`src/rtl/ctt_pkg.sv`:
```
// Shared types and constants for the config text tokenizer.
// Used by the front lexer, the result queue and the top level.
package ctt_pkg;

	localparam int PosBits = 24;
	localparam int NumTextMax = 127;
	localparam int CountBits = 7;

	typedef enum logic [4:0] {
		MD_IDLE, MD_SLASH, MD_COMMENT, MD_MINUS, MD_IDENT, MD_TAG0, MD_TAG,
		MD_STR, MD_ESC, MD_ZERO, MD_INT, MD_INT_US, MD_FRAC0, MD_FRAC,
		MD_FRAC_US, MD_EXP0, MD_EXP_SIGN, MD_EXP, MD_EXP_US, MD_HEX0, MD_HEX,
		MD_HEX_US, MD_DONE
	} mode_t;

	localparam logic [1:0] RK_TOKEN = 2'd0;
	localparam logic [1:0] RK_BYTE = 2'd1;
	localparam logic [1:0] RK_ERROR = 2'd2;

	localparam logic [3:0] TK_END = 4'd0;
	localparam logic [3:0] TK_IDENT = 4'd1;
	localparam logic [3:0] TK_TAG = 4'd2;
	localparam logic [3:0] TK_NUM = 4'd3;
	localparam logic [3:0] TK_STR = 4'd4;

	localparam logic [3:0] EC_UNKNOWN = 4'd0;
	localparam logic [3:0] EC_UNTERM = 4'd1;
	localparam logic [3:0] EC_STR_CHAR = 4'd2;
	localparam logic [3:0] EC_ESCAPE = 4'd3;
	localparam logic [3:0] EC_SEPARATOR = 4'd4;
	localparam logic [3:0] EC_NO_HEX = 4'd5;
	localparam logic [3:0] EC_NO_DIGIT = 4'd6;
	localparam logic [3:0] EC_TOO_LONG = 4'd7;
	localparam logic [3:0] EC_SRC_LONG = 4'd8;

	typedef struct packed {
		logic [1:0] result_kind;
		logic [3:0] token_kind;
		logic [PosBits-1:0] start_offset;
		logic [PosBits-1:0] lexeme_length;
		logic [7:0] content_byte;
		logic number_is_hex;
		logic number_negative;
		logic [63:0] hex_magnitude;
		logic hex_overflow;
		logic [3:0] error_code;
		logic last_of_item;
	} result_t;

	function automatic logic is_digit(input logic [7:0] c);
		return c >= "0" && c <= "9";
	endfunction

	function automatic logic ident_first(input logic [7:0] c);
		return c == "_" || (c >= "a" && c <= "z") || (c >= "A" && c <= "Z");
	endfunction

	function automatic logic [3:0] punct_kind(input logic [7:0] c);
		case (c)
			"{": return 4'd5;
			"}": return 4'd6;
			"[": return 4'd7;
			"]": return 4'd8;
			"(": return 4'd9;
			")": return 4'd10;
			":": return 4'd11;
			",": return 4'd12;
			default: return 4'd0;
		endcase
	endfunction

	// Hex digit value in the low nibble, valid flag on top.
	function automatic logic [4:0] hex_val(input logic [7:0] c);
		if (is_digit(c)) return {1'b1, 4'(c - 8'h30)};
		if (c >= "a" && c <= "f") return {1'b1, 4'(c - 8'h57)};
		if (c >= "A" && c <= "F") return {1'b1, 4'(c - 8'h37)};
		return 5'd0;
	endfunction

	// Escape value in the low byte, valid flag on top.
	function automatic logic [8:0] unescape(input logic [7:0] c);
		case (c)
			"r": return {1'b1, 8'h0d};
			"n": return {1'b1, 8'h0a};
			"t": return {1'b1, 8'h09};
			"0": return {1'b1, 8'h00};
			"'": return {1'b1, 8'h27};
			"\\": return {1'b1, 8'h5c};
			"\"": return {1'b1, 8'h22};
			default: return 9'd0;
		endcase
	endfunction

endpackage

```
`src/rtl/ctt_front.sv`:
```
// Front part of the tokenizer: lexer FSM, classifies one byte a cycle while take is high.
// Depends on ctt_pkg; produces up to two results per input beat.
module ctt_front
	import ctt_pkg::*;
(
	input  logic clk,
	input  logic arst_n,
	input  logic take,
	input  logic [7:0] source_byte,
	input  logic end_of_source,
	output logic [1:0] res_count,
	output result_t res0,
	output result_t res1
);

	mode_t mode_q, mode_d;
	logic [PosBits-1:0] pos_q, pos_d, start_q, start_d;
	logic [CountBits-1:0] cnt_q, cnt_d;
	logic [63:0] acc_q, acc_d;
	logic ovf_q, ovf_d, sign_q, sign_d, halt_q, halt_d;

	// State registers.
	always_ff @(posedge clk or negedge arst_n) begin
		if (!arst_n) begin
			mode_q <= MD_IDLE;
			pos_q <= '0;
			start_q <= '0;
			cnt_q <= '0;
			acc_q <= '0;
			ovf_q <= 1'b0;
			sign_q <= 1'b0;
			halt_q <= 1'b0;
		end else if (take) begin
			mode_q <= mode_d;
			pos_q <= pos_d;
			start_q <= start_d;
			cnt_q <= cnt_d;
			acc_q <= acc_d;
			ovf_q <= ovf_d;
			sign_q <= sign_d;
			halt_q <= halt_d;
		end
	end

	// Next state and results for the current byte.
	always_comb begin
		logic [7:0] c;
		logic fin_end, err, fin, idle_go, endt, cnt_full, in_hex;
		logic [3:0] ecode, fkind, pk;
		logic [4:0] hv;
		logic [8:0] ev;
		result_t r, z;
		logic [1:0] n;
		result_t q0, q1;

		c = source_byte;
		fin_end = end_of_source || (c == 8'd0);
		mode_d = mode_q;
		pos_d = pos_q;
		start_d = start_q;
		cnt_d = cnt_q;
		acc_d = acc_q;
		ovf_d = ovf_q;
		sign_d = sign_q;
		halt_d = halt_q;
		err = 1'b0;
		ecode = EC_UNKNOWN;
		fin = 1'b0;
		fkind = TK_IDENT;
		idle_go = 1'b0;
		endt = 1'b0;
		cnt_full = (cnt_q >= CountBits'(NumTextMax));
		hv = hex_val(c);
		ev = unescape(c);
		pk = punct_kind(c);
		in_hex = (mode_q == MD_HEX);
		z = '0;
		r = '0;
		n = 2'd0;
		q0 = '0;
		q1 = '0;

		if (halt_q) begin
			n = 2'd0;
		end else if (mode_q == MD_DONE) begin
			endt = 1'b1;
		end else if (!fin_end && pos_q == {PosBits{1'b1}}) begin
			err = 1'b1;
			ecode = EC_SRC_LONG;
		end else begin
			case (mode_q)
				MD_SLASH: begin
					if (!fin_end && c == "/") mode_d = MD_COMMENT;
					else err = 1'b1;
				end
				MD_COMMENT: begin
					if (fin_end) idle_go = 1'b1;
					else if (c == 8'h0a) mode_d = MD_IDLE;
				end
				MD_MINUS: begin
					if (!fin_end && is_digit(c)) begin
						if (cnt_full) begin
							err = 1'b1;
							ecode = EC_TOO_LONG;
						end else begin
							cnt_d = cnt_q + 1'b1;
							mode_d = (c == "0") ? MD_ZERO : MD_INT;
						end
					end else err = 1'b1;
				end
				MD_IDENT, MD_TAG: begin
					if (fin_end || !(ident_first(c) || is_digit(c))) begin
						fin = 1'b1;
						fkind = (mode_q == MD_IDENT) ? TK_IDENT : TK_TAG;
					end
				end
				MD_TAG0: begin
					if (!fin_end && ident_first(c)) mode_d = MD_TAG;
					else err = 1'b1;
				end
				MD_STR: begin
					if (fin_end) begin
						err = 1'b1;
						ecode = EC_UNTERM;
					end else if (c == "\"") begin
						r.result_kind = RK_TOKEN;
						r.token_kind = TK_STR;
						r.start_offset = start_q;
						r.lexeme_length = pos_q + 1'b1 - start_q;
						q0 = r;
						n = 2'd1;
						mode_d = MD_IDLE;
					end else if (c == 8'h0a || c == 8'h0d || c == 8'h09) begin
						err = 1'b1;
						ecode = EC_STR_CHAR;
					end else if (c == "\\") begin
						mode_d = MD_ESC;
					end else begin
						r.result_kind = RK_BYTE;
						r.token_kind = TK_STR;
						r.start_offset = start_q;
						r.content_byte = c;
						q0 = r;
						n = 2'd1;
					end
				end
				MD_ESC: begin
					if (fin_end || !ev[8]) begin
						err = 1'b1;
						ecode = EC_ESCAPE;
					end else begin
						r.result_kind = RK_BYTE;
						r.token_kind = TK_STR;
						r.start_offset = start_q;
						r.content_byte = ev[7:0];
						q0 = r;
						n = 2'd1;
						mode_d = MD_STR;
					end
				end
				MD_ZERO, MD_INT, MD_FRAC, MD_EXP: begin
					if (mode_q == MD_ZERO && !fin_end && (c == "x" || c == "X")) begin
						mode_d = MD_HEX0;
					end else if (fin_end) begin
						fin = 1'b1;
						fkind = TK_NUM;
					end else if (is_digit(c) || (c == "." &&
						(mode_q == MD_ZERO || mode_q == MD_INT)) ||
						((c == "e" || c == "E") && mode_q != MD_EXP)) begin
						if (cnt_full) begin
							err = 1'b1;
							ecode = EC_TOO_LONG;
						end else begin
							cnt_d = cnt_q + 1'b1;
							if (c == ".") mode_d = MD_FRAC0;
							else if (c == "e" || c == "E") mode_d = MD_EXP0;
							else if (mode_q == MD_ZERO) mode_d = MD_INT;
						end
					end else if (c == "_") begin
						case (mode_q)
							MD_FRAC: mode_d = MD_FRAC_US;
							MD_EXP: mode_d = MD_EXP_US;
							default: mode_d = MD_INT_US;
						endcase
					end else begin
						fin = 1'b1;
						fkind = TK_NUM;
					end
				end
				MD_INT_US, MD_FRAC_US, MD_EXP_US: begin
					if (!fin_end && c == "_") begin
						mode_d = mode_q;
					end else if (!fin_end && is_digit(c)) begin
						if (cnt_full) begin
							err = 1'b1;
							ecode = EC_TOO_LONG;
						end else begin
							cnt_d = cnt_q + 1'b1;
							case (mode_q)
								MD_FRAC_US: mode_d = MD_FRAC;
								MD_EXP_US: mode_d = MD_EXP;
								default: mode_d = MD_INT;
							endcase
						end
					end else begin
						err = 1'b1;
						ecode = EC_SEPARATOR;
					end
				end
				MD_FRAC0, MD_EXP_SIGN, MD_EXP0: begin
					if (!fin_end && (is_digit(c) ||
						(mode_q == MD_EXP0 && (c == "+" || c == "-")))) begin
						if (cnt_full) begin
							err = 1'b1;
							ecode = EC_TOO_LONG;
						end else begin
							cnt_d = cnt_q + 1'b1;
							if (!is_digit(c)) mode_d = MD_EXP_SIGN;
							else if (mode_q == MD_FRAC0) mode_d = MD_FRAC;
							else mode_d = MD_EXP;
						end
					end else begin
						err = 1'b1;
						ecode = EC_NO_DIGIT;
					end
				end
				MD_HEX0, MD_HEX, MD_HEX_US: begin
					if (!fin_end && hv[4]) begin
						if (acc_q[63:60] != 4'd0) ovf_d = 1'b1;
						acc_d = {acc_q[59:0], hv[3:0]};
						mode_d = MD_HEX;
					end else if (mode_q != MD_HEX0 && !fin_end && c == "_") begin
						mode_d = MD_HEX_US;
					end else if (mode_q == MD_HEX) begin
						fin = 1'b1;
						fkind = TK_NUM;
					end else begin
						err = 1'b1;
						ecode = (mode_q == MD_HEX0) ? EC_NO_HEX : EC_SEPARATOR;
					end
				end
				default: idle_go = 1'b1;
			endcase

			// Token finished: emit it, then lex this byte from idle.
			if (fin) begin
				r = '0;
				r.result_kind = RK_TOKEN;
				r.token_kind = fkind;
				r.start_offset = start_q;
				r.lexeme_length = pos_q - start_q;
				if (fkind == TK_NUM) begin
					r.number_is_hex = in_hex;
					r.number_negative = sign_q;
					r.hex_magnitude = in_hex ? acc_q : 64'd0;
					r.hex_overflow = in_hex && ovf_q;
				end
				q0 = r;
				n = 2'd1;
				idle_go = 1'b1;
			end

			// Lexing from idle.
			if (idle_go) begin
				mode_d = MD_IDLE;
				start_d = pos_q;
				r = '0;
				if (fin_end) begin
					r.result_kind = RK_TOKEN;
					r.token_kind = TK_END;
					r.start_offset = pos_q;
					if (n == 2'd0) q0 = r; else q1 = r;
					n = n + 1'b1;
					mode_d = MD_DONE;
				end else if (c == " " || c == 8'h09 || c == 8'h0d || c == 8'h0a) begin
					mode_d = MD_IDLE;
				end else if (c == "/") mode_d = MD_SLASH;
				else if (c == "\"") mode_d = MD_STR;
				else if (c == "@") mode_d = MD_TAG0;
				else if (ident_first(c)) mode_d = MD_IDENT;
				else if (is_digit(c) || c == "-") begin
					cnt_d = CountBits'(1);
					acc_d = '0;
					ovf_d = 1'b0;
					sign_d = (c == "-");
					if (c == "-") mode_d = MD_MINUS;
					else mode_d = (c == "0") ? MD_ZERO : MD_INT;
				end else if (pk != 4'd0) begin
					r.result_kind = RK_TOKEN;
					r.token_kind = pk;
					r.start_offset = pos_q;
					r.lexeme_length = PosBits'(1);
					if (n == 2'd0) q0 = r; else q1 = r;
					n = n + 1'b1;
				end else begin
					err = 1'b1;
					ecode = EC_UNKNOWN;
				end
			end
		end

		if (endt) begin
			r = '0;
			r.result_kind = RK_TOKEN;
			r.token_kind = TK_END;
			r.start_offset = pos_q;
			q0 = r;
			n = 2'd1;
		end

		// Error result halts the block; the start is that of the new token if any.
		if (err) begin
			r = z;
			r.result_kind = RK_ERROR;
			r.start_offset = idle_go ? pos_q : start_q;
			r.error_code = ecode;
			if (n == 2'd0) q0 = r; else q1 = r;
			n = n + 1'b1;
			halt_d = 1'b1;
		end

		if (!halt_q && mode_q != MD_DONE && !fin_end && !err) pos_d = pos_q + 1'b1;

		if (n == 2'd1) q0.last_of_item = 1'b1;
		if (n == 2'd2) q1.last_of_item = 1'b1;
		res_count = n;
		res0 = q0;
		res1 = q1;
	end

endmodule

```
`src/rtl/ctt_queue.sv`:
```
// Back part: a four-entry result queue that takes up to two results a beat
// and delivers one a beat. Depends on ctt_pkg.
module ctt_queue
	import ctt_pkg::*;
(
	input  logic clk,
	input  logic arst_n,
	input  logic push,
	input  logic [1:0] push_count,
	input  result_t push0,
	input  result_t push1,
	output logic room,
	output logic out_valid,
	input  logic out_ready,
	output result_t out_data
);

	result_t mem_q [4];
	logic [1:0] rd_q, wr_q;
	logic [2:0] fill_q;
	logic pop;
	logic [1:0] n_in;

	assign pop = out_valid && out_ready;
	assign n_in = push ? push_count : 2'd0;
	assign out_valid = fill_q != 3'd0;
	assign out_data = mem_q[rd_q];
	// Room for two more regardless of what drains this cycle.
	assign room = fill_q <= 3'd2;

	// Pointers and fill level.
	always_ff @(posedge clk or negedge arst_n) begin
		if (!arst_n) begin
			rd_q <= '0;
			wr_q <= '0;
			fill_q <= '0;
		end else begin
			rd_q <= rd_q + 2'(pop);
			wr_q <= wr_q + n_in;
			fill_q <= fill_q + 3'(n_in) - 3'(pop);
		end
	end

	// Entry storage.
	always_ff @(posedge clk) begin
		if (n_in != 2'd0) mem_q[wr_q] <= push0;
		if (n_in == 2'd2) mem_q[wr_q + 2'd1] <= push1;
	end

endmodule

```
`src/rtl/config_text_tokenizer_core.sv`:
```
// Config text tokenizer: one source byte per input beat, one result per output beat.
// Lexes a JSON-like language, skipping whitespace and line comments.
// A front lexer classifies each byte and yields zero to two results; a
// four-entry queue parts it from the output channel.
// Input: source_byte and end_of_source, valid/ready. A zero byte also ends.
// Output: one result per beat, last_of_item marks the final result of a beat.
// Results are registered into the queue when their beat is taken, behind any older ones.
// Throughput: one input beat per cycle while the output keeps up; a beat
// that makes two results hands them out one per output beat, set by the single
// output port of the queue.
// Input ready is high while the queue has room for two results, so a
// stalled receiver fills the queue and then holds off input.
// Reset clears the lexer to idle at position zero and empties the queue.
// After an error no further results come until reset; after the end token
// each further beat gives another end token.
module config_text_tokenizer_core
	import ctt_pkg::*;
(
	input  logic clk,
	input  logic arst_n,
	input  logic in_valid,
	output logic in_ready,
	input  logic [7:0] source_byte,
	input  logic end_of_source,
	output logic out_valid,
	input  logic out_ready,
	output logic [1:0] result_kind,
	output logic [3:0] token_kind,
	output logic [23:0] start_offset,
	output logic [23:0] lexeme_length,
	output logic [7:0] content_byte,
	output logic number_is_hex,
	output logic number_negative,
	output logic [63:0] hex_magnitude,
	output logic hex_overflow,
	output logic [3:0] error_code,
	output logic last_of_item
);

	logic take;
	logic [1:0] cnt;
	result_t r0, r1, od;

	assign take = in_valid && in_ready;

	// Lexer front end.
	ctt_front u_front (
		.clk(clk), .arst_n(arst_n), .take(take),
		.source_byte(source_byte), .end_of_source(end_of_source),
		.res_count(cnt), .res0(r0), .res1(r1)
	);

	// Result queue.
	ctt_queue u_queue (
		.clk(clk), .arst_n(arst_n), .push(take), .push_count(cnt),
		.push0(r0), .push1(r1), .room(in_ready),
		.out_valid(out_valid), .out_ready(out_ready), .out_data(od)
	);

	assign result_kind = od.result_kind;
	assign token_kind = od.token_kind;
	assign start_offset = od.start_offset;
	assign lexeme_length = od.lexeme_length;
	assign content_byte = od.content_byte;
	assign number_is_hex = od.number_is_hex;
	assign number_negative = od.number_negative;
	assign hex_magnitude = od.hex_magnitude;
	assign hex_overflow = od.hex_overflow;
	assign error_code = od.error_code;
	assign last_of_item = od.last_of_item;

endmodule

```
`config.mk`:
```
export PLATFORM = sky130hd
export DESIGN_NAME = config_text_tokenizer_core
export DESIGN_NICKNAME = d
export VERILOG_FILES = /design/src/rtl/ctt_pkg.sv /design/src/rtl/ctt_front.sv /design/src/rtl/ctt_queue.sv /design/src/rtl/config_text_tokenizer_core.sv
export SDC_FILE = /design/constraint.sdc
export NUM_CORES = 1
export LEC_CHECK = 0
export BUFFER_PORTS_ARGS = -buffer_cell sky130_fd_sc_hd__buf_4
export CAP_MARGIN = 0
export CORE_AREA = 2 2 559 283
export DETAILED_ROUTE_END_ITERATION = 8
export DIE_AREA = 0 0 561 285
export PLACE_DENSITY = 0.37
export SYNTH_ARGS = -nofsm -noshare
export SYNTH_HDL_FRONTEND = slang
export SYNTH_HIERARCHICAL = 1
export SYNTH_SLANG_ARGS = --single-unit
```
`constraint.sdc`:
```
create_clock -name clk -period 11.1 [get_ports clk]
set_clock_uncertainty 0.1 [all_clocks]
set_input_delay 2.22 -clock clk [delete_from_list [all_inputs] [get_ports clk]]
set_output_delay 2.22 -clock clk [all_outputs]
set_load 0.01 [all_outputs]
```
==> results.sh, run 1 <==
export IMPL_crit_family="simple AND/OR/NAND/NOR gates"
export IMPL_cts_resized=0
export IMPL_die_h_um=285
export IMPL_p_sw_uw=3430
export IMPL_yosysTopAreaCell="edfxtp_1"
export IMPL_timing_rr_start="u_front/mode_q[1]"
export IMPL_fill_cells=15900
export IMPL_nets=3084
export IMPL_crit_fanout=28
export IMPL_synth_xor_area_frac=0.0211
export IMPL_grt_usage=0.160
export IMPL_yosys_area_share_adder=0.0200
export IMPL_netlist_top_cells_count="edfxtp_1 (536), mux2_2 (483), nand2_1 (252), dfrtp_1 (134), mux4_2 (134)"
export IMPL_drcViolationCount=0
export IMPL_r2r_cells=19
export IMPL_grt_pass1_wl_mm=187
export IMPL_holdPathEnd="u_front/ovf_q"
export IMPL_grt_pass1_vias=25900
export IMPL_dr_wl_met2_mm=52.2
export IMPL_dieArea_mm2=0.160
export IMPL_cts_tree="yes"
export IMPL_holdBufCountCts=0
export IMPL_h_tree_depth=3
export IMPL_worst_hold_path_type="flop to flop"
export IMPL_setup_violations_final=0
export IMPL_synth_distinct_cells=103
export IMPL_rsz0062_at_grt="no"
export IMPL_finalCritPeriodShare=0.780
export IMPL_antenna_left=0
export IMPL_maxSlewViolCount=0
export IMPL_path_class="primary input to flop"
export IMPL_hold_start="u_front/ovf_q"
export IMPL_p_seq_frac=0.329
export IMPL_crit_chain="buf_4, inv_1, ha_1, nand2_1, a311oi_1, a31oi_1, a32oi_4, nand2_2, nor2_2, inv_2, ha_1, a21oi_1, o221ai_2, inv_1, ha_1, nand2_1, nand2_1, nand3b_1, nor2_4, buf_4, mux2_2"
export IMPL_die_width_um=561
export IMPL_wl_met3_mm=7.40
export IMPL_tightest_slew_ns=1.25
export IMPL_pre_cts_ws_ns=1.89
export IMPL_start_util=0.248
export IMPL_avgRoutedWirePerCell_um=24.9
export IMPL_post_dp_hpwl_mm=82.7
export IMPL_post_route_util=0.283
export IMPL_crit_path_end_kind="flop"
export IMPL_overflow=0
export IMPL_synthTopCellsByArea="edfxtp_1 (42%), mux2_2 (14%), dfrtp_1 (8.7%), mux4_2 (7.8%), nand2_1 (2.5%)"
export IMPL_io_pins=149
export IMPL_hold_viol_final=0
export IMPL_synth_simple_area_share=0.0859
export IMPL_fin_crit_ns=8.66
export IMPL_drt_initial_drc_count=2174
export IMPL_synthMuxAreaShare=0.244
export IMPL_total_leakage_power_uw=0.0167
export IMPL_clkLatencyLatePin_ns=0.67
export IMPL_routed_wl_mm=129
export IMPL_holdPathStages=2
export IMPL_synthFlopType="edfxtp_1"
export IMPL_syn_avg_cell_area_um2=13.2
export IMPL_pwr_share_clk=0.271
export IMPL_ys_warnings_count=6
export IMPL_vdd_drop_max_v=0.000142
export IMPL_synth_area_mm2=0.0386
export IMPL_synth_compound_area_frac=0.0760
export IMPL_cp_arrival_ns=8.96
export IMPL_synthArstFlopShare=0.200
export IMPL_switching_share=0.369
export IMPL_antenna_found_initial=5
export IMPL_totalPowerFinal_uw=9310
export IMPL_slew_headroom=0.164
export IMPL_coreArea_mm2=0.156
export IMPL_cts_buffers_inserted=75
export IMPL_rrSetupSlack_ns=4.03
export IMPL_drive_gt1_frac=0.340
export IMPL_dp_cells=5034
export IMPL_clk_pin_slew_ns=0.06
export IMPL_r2r_end="u_queue/mem_q[0][55]"
export IMPL_post_cts_buffers=0
export IMPL_wl_met1_mm=67.2
export IMPL_place_congestion=0.870
export IMPL_rows=103
export IMPL_vias=25000
export IMPL_syn_to_final_growth_pct=14.3
export IMPL_cts_buffer_depth=3
export IMPL_synth_top_area_share=0.417
export IMPL_ys_seq_area_frac=0.504
export IMPL_yosys_register_bits=670
export IMPL_synth_top_family_by_area="multiplexers"
export IMPL_path_buf_inv=5
export IMPL_io_buffers=148
export IMPL_timing_fmax_ghz=0.115
export IMPL_drv_cap=0
export IMPL_stdcell_count=5176
export IMPL_grt_max_degree=89
export IMPL_clock_sinks=670
export IMPL_synth_cells=2927
export IMPL_yosysMostFrequentCell="edfxtp_1"
export IMPL_highest_layer="met5"
export IMPL_setup_tns_ns=0
export IMPL_synth_edf_count=536
export IMPL_cp_slowest_cell="nor2_4"
export IMPL_worstSetupStartpointType="primary input"
export IMPL_slowest_delay_ns=1.05
export IMPL_power_density_mw_per_mm2=211
export IMPL_cts_root_buffer_cell="clkbuf_16"
export IMPL_avgViaCountPerCell=4.82
export IMPL_timing_final_ws_setup_ns=2.44
export IMPL_required_ns=11.39
export IMPL_power_frac_comb=0.400
export IMPL_firstDrtPassIters=6
export IMPL_status="finished, final reports clean"
export IMPL_internal_power_uw=5880
-- power groups by stage --
| stage | clock network [uW] | logic [uW] | registers (uW) |
|---|---|---|---|
| floorplan | 0 | 2370 | 3010 |
| global placement | 0 | 3760 | 3110 |
| detailed placement | 0 | 3760 | 3120 |
| CTS | 2620 | 3770 | 3070 |
| global route | 2710 | 4040 | 3090 |
| finish | 2520 | 3720 | 3070 |
-- sequential cells by signal, indices dropped and copies added, names as in the netlist --
signal,cells
u_queue/mem_q,536
u_queue/wr_q,2
u_front/pos_q,24
u_front/ovf_q,1
u_queue/rd_q,2
u_queue/fill_q,3
u_front/halt_q,1
u_front/cnt_q,7
u_front/start_q,24
u_front/mode_q,5
u_front/sign_q,1
u_front/acc_q,64
-- tightest hold or removal path, cell delays in order (launching register included) --
cell     delay [ns]
dfrtp_1        0.35
a21oi_1        0.05
nor2_1         0.07
-- metal layers --
layer  track usage  vias up
met5             0        -
met2         0.221      685
met3        0.0331      139
li1              -    11100
met1         0.251    13000
met4        0.0318        4
-- worst max path at each step --
stage | start | end | slack, ns | cells after the start
after detailed placement | source_byte[0] | u_queue/mem_q[0][42] | 1.89 | 21
final | source_byte[0] | u_queue/mem_q[0][55] | 2.44 | 21
after global routing | source_byte[0] | u_queue/mem_q[0][55] | 2.19 | 21
after floorplan | source_byte[1] | u_queue/mem_q[1][0] | 1.45 | 21
after CTS | source_byte[1] | u_queue/mem_q[0][55] | 2.58 | 21
after global placement | source_byte[0] | u_queue/mem_q[0][61] | 1.95 | 21
-- final cells by class --
class,instances,area (um^2),area share
clock inverter,46,412,0.00932
clock buffer,93,2020,0.0457
antenna,3,7.51,0.000170
timing repair buffer,198,1730,0.0391
inverter,51,191,0.00434
tap,2100,2630,0.0595
sequential,670,19500,0.441
multi-input combinational,2015,17700,0.401
-- stage by stage --
step | area [um^2] | hold WS [ns]
3_5_place_dp | 41700 | 0.390
6_report | 44100 | 0.405
4_1_cts | 44100 | 0.407
2_1_floorplan | 39000 | 0.354
5_1_grt | 44100 | 0.440
3_3_place_gp | 41700 | 0.378
-- cell usage in the layout, fill, tap and decap left out, types with 49 or more instances in the layout --
master | netlist | layout
o21ai_0 | 57 | 57
ha_1 | 57 | 57
conb_1 | 1 | 99
a22o_1 | 50 | 50
mux4_2 | 134 | 134
nand2_1 | 252 | 252
and2_1 | 80 | 79
clkbuf_16 | 0 | 78
nor2_1 | 105 | 100
edfxtp_1 | 536 | 536
mux2_4 | 60 | 60
dfrtp_1 | 134 | 132
xnor2_1 | 61 | 61
mux2_2 | 483 | 483
inv_1 | 49 | 49
buf_4 | 121 | 178
a21oi_1 | 124 | 124
-- cell families (layout without fill, tap and decap cells) --
family | Yosys count | in the layout
other | 1 | 102
and+or+nand+nor | 660 | 660
AOI/OAI and AO/OA | 420 | 420
adders and majority gates | 60 | 60
DFF | 670 | 670
buffers and inverters | 340 | 388
muxes | 683 | 683
xor gates and xnor gates | 93 | 93
No activity file was read; power rests on OpenSTA's default activity.
==> inputs of run 2 (changes only) <==
- PLACE_DENSITY: 0.37 -> 0.38
- clock period: 11.1 -> 7.5 ns (I/O delays scaled with it)
==> run 2 against run 1 <==
  * Total power rose by 50%
  * Critical path type unchanged
  * Final area rose by 1.1%
  * Non-clock buffer count rose by 38
  * Highest routed layer unchanged
  * Largest cell class unchanged
  * Combinational power rose by 48%
  * Register-to-register slack got worse by 2.6 ns
==> results.sh, run 2 (synthesis gave the netlist of run 1 again) <==
export IMPL_status="finished, final reports clean"
export IMPL_finalCritPeriodShare=0.879
export IMPL_io_pins=149
export IMPL_p_sw_uw=5070
export IMPL_antenna_found_initial=3
export IMPL_post_cts_buffers=0
export IMPL_nets=3124
export IMPL_path_class="primary input to flop"
export IMPL_drv_cap=0
export IMPL_vias=24600
export IMPL_coreArea_mm2=0.156
export IMPL_rsz0062_at_grt="no"
export IMPL_grt_pass1_wl_mm=185
export IMPL_largest_reg_flops=536
export IMPL_total_leakage_power_uw=0.0169
export IMPL_switching_share=0.364
export IMPL_whs_ns=0.415
export IMPL_slew_headroom=0.215
export IMPL_crit_path_end_kind="flop"
export IMPL_internal_power_uw=8850
export IMPL_wl_met1_mm=71.8
export IMPL_crit_chain="buf_4, inv_1, ha_1, nor3b_1, a31o_2, o22a_1, a32oi_4, buf_4, and2_1, nand2b_1, a21oi_1, inv_1, ha_1, and2_1, o41ai_4, nand2_2, o2bb2ai_4, a22o_1, mux2_2"
export IMPL_worstSetupStartpointType="primary input"
export IMPL_required_ns=7.92
export IMPL_critical_path_startpoint="source_byte[0]"
export IMPL_drive_gt1_frac=0.348
export IMPL_dr_wl_met2_mm=46.3
export IMPL_io_buffers=148
export IMPL_p_seq_frac=0.325
export IMPL_setup_tns_ns=0
export IMPL_wl_met3_mm=7.22
export IMPL_timing_final_ws_setup_ns=0.908
export IMPL_setup_violations_final=0
export IMPL_timing_fmax_ghz=0.152
export IMPL_worst_hold_path_type="flop to flop"
export IMPL_fill_cells=15900
export IMPL_crit_fanout=24
export IMPL_routed_wl_mm=127
export IMPL_overflow=0
export IMPL_cts_tree="yes"
export IMPL_antenna_left=0
export IMPL_cts_resized=0
export IMPL_firstDrtPassIters=6
export IMPL_maxSlewViolCount=0
export IMPL_cts_buffer_depth=3
export IMPL_cp_arrival_ns=7.01
export IMPL_place_congestion=0.892
export IMPL_seq_area_mm2=0.0195
export IMPL_regMostFlops="u_queue/mem_q"
export IMPL_avgRoutedWirePerCell_um=24.4
export IMPL_post_route_util=0.286
export IMPL_cts_root_buffer_cell="clkbuf_16"
export IMPL_hold_start="u_front/ovf_q"
export IMPL_clk_pin_slew_ns=0.06
export IMPL_clock_sinks=670
export IMPL_start_util=0.248
export IMPL_grt_pass1_vias=24700
export IMPL_rows=103
export IMPL_h_tree_depth=3
export IMPL_post_dp_hpwl_mm=81.4
export IMPL_stdcell_area_mm2=0.0446
export IMPL_timing_rr_start="u_front/mode_q[1]"
export IMPL_syn_to_final_growth_pct=15.6
export IMPL_final_common_cell="edfxtp_1"
export IMPL_pwr_share_clk=0.280
export IMPL_dieArea_mm2=0.160
export IMPL_drcViolationCount=0
export IMPL_cts_buffers_inserted=77
export IMPL_grt_max_degree=106
export IMPL_tightest_slew_ns=1.16
export IMPL_vdd_drop_max_v=0.000196
export IMPL_die_width_um=561
export IMPL_grt_usage=0.158
export IMPL_final_cell_mix="edfxtp_1 (536), mux2_2 (483), nand2_1 (252)"
export IMPL_power_frac_comb=0.395
export IMPL_drt_initial_drc_count=2184
export IMPL_hold_viol_final=0
export IMPL_avgViaCountPerCell=4.71
export IMPL_fin_crit_ns=6.59
export IMPL_multi_input_area_mm2=0.0177
export IMPL_slowest_delay_ns=0.89
export IMPL_power_density_mw_per_mm2=312
export IMPL_highest_layer="met5"
export IMPL_pre_cts_ws_ns=0.325
export IMPL_cp_slowest_cell="o2bb2ai_4"
export IMPL_clkLatencyLatePin_ns=0.67
export IMPL_holdBufCountCts=0
export IMPL_die_h_um=285
export IMPL_reg_top3="u_queue/mem_q: 536 flops, u_front/acc_q: 64 flops"
export IMPL_dpl_cell_area_mm2=0.0421
==> run 2: cell count changes in the layout (fill, tap and decap cells not counted), moves of 2 or more <==
cell and delta:
clkbuf_8 +2, bufinv_16 +2, clkbuf_1 +7, buf_12 +11, nor2_2 +2, clkinv_2 -8
clkinv_8 -2, buf_4 +27, inv_6 +3
==> run 2: cell type report <==
cell class / count / share of cell area
Antenna cell: 3 / 0.000168
Clock buffer: 103 / 0.0470
Clock inverter: 40 / 0.00922
Inverter: 51 / 0.00429
Multi-Input combinational cell: 2015 / 0.397
Sequential cell: 670 / 0.436
Tap cell: 2100 / 0.0588
Timing Repair Buffer: 236 / 0.0482
==> run 2: worst paths after layout <==
| check | end | slack (ns) | cells after the start |
|---|---|---|---|
| worst min-delay path | u_front/ovf_q | 0.42 | 2 |
| worst max register to register | u_queue/mem_q[3][107] | 1.44 | 16 |
| max in group asynchronous | u_front/acc_q[48] | 5.35 | 2 |
| worst min register to register | u_front/ovf_q | 0.42 | 2 |
| worst max-delay path | u_queue/mem_q[3][107] | 0.91 | 19 |
| min in group asynchronous | u_front/pos_q[13] | 0.70 | 1 |
==> run 2: power groups by stage <==
stage	combinational (uW)	clock (uW)	sequential, uW
after floorplan	3510	0	4440
after global placement	5590	0	4600
after detailed placement	5530	0	4590
after CTS	5560	4050	4520
after global routing	5960	4190	4550
final	5500	3900	4520
==> run 2: per-layer routing <==
metal | GRT usage | up-vias
li1 | - | 11200
met1 | 0.266 | 12600
met2 | 0.196 | 616
met3 | 0.0349 | 122
met4 | 0.0298 | 2
met5 | 0 | -
==> run 2: per-stage QoR <==
step,cells,total power (uW)
4_1_cts,5215,14100
3_5_place_dp,5072,10100
2_1_floorplan,3025,7960
5_1_grt,5216,14700
6_report,5218,13900
3_3_place_gp,5072,10200
==> run 2: critical path, delay by kind of cell <==
family                     cells  cell delay (ns)
adders and majority gates      2             0.65
AOI/OAI and AO/OA              7             2.67
buffers and inverters          4             0.55
muxes                          1             0.18
and+or+nand+nor                5             1.41
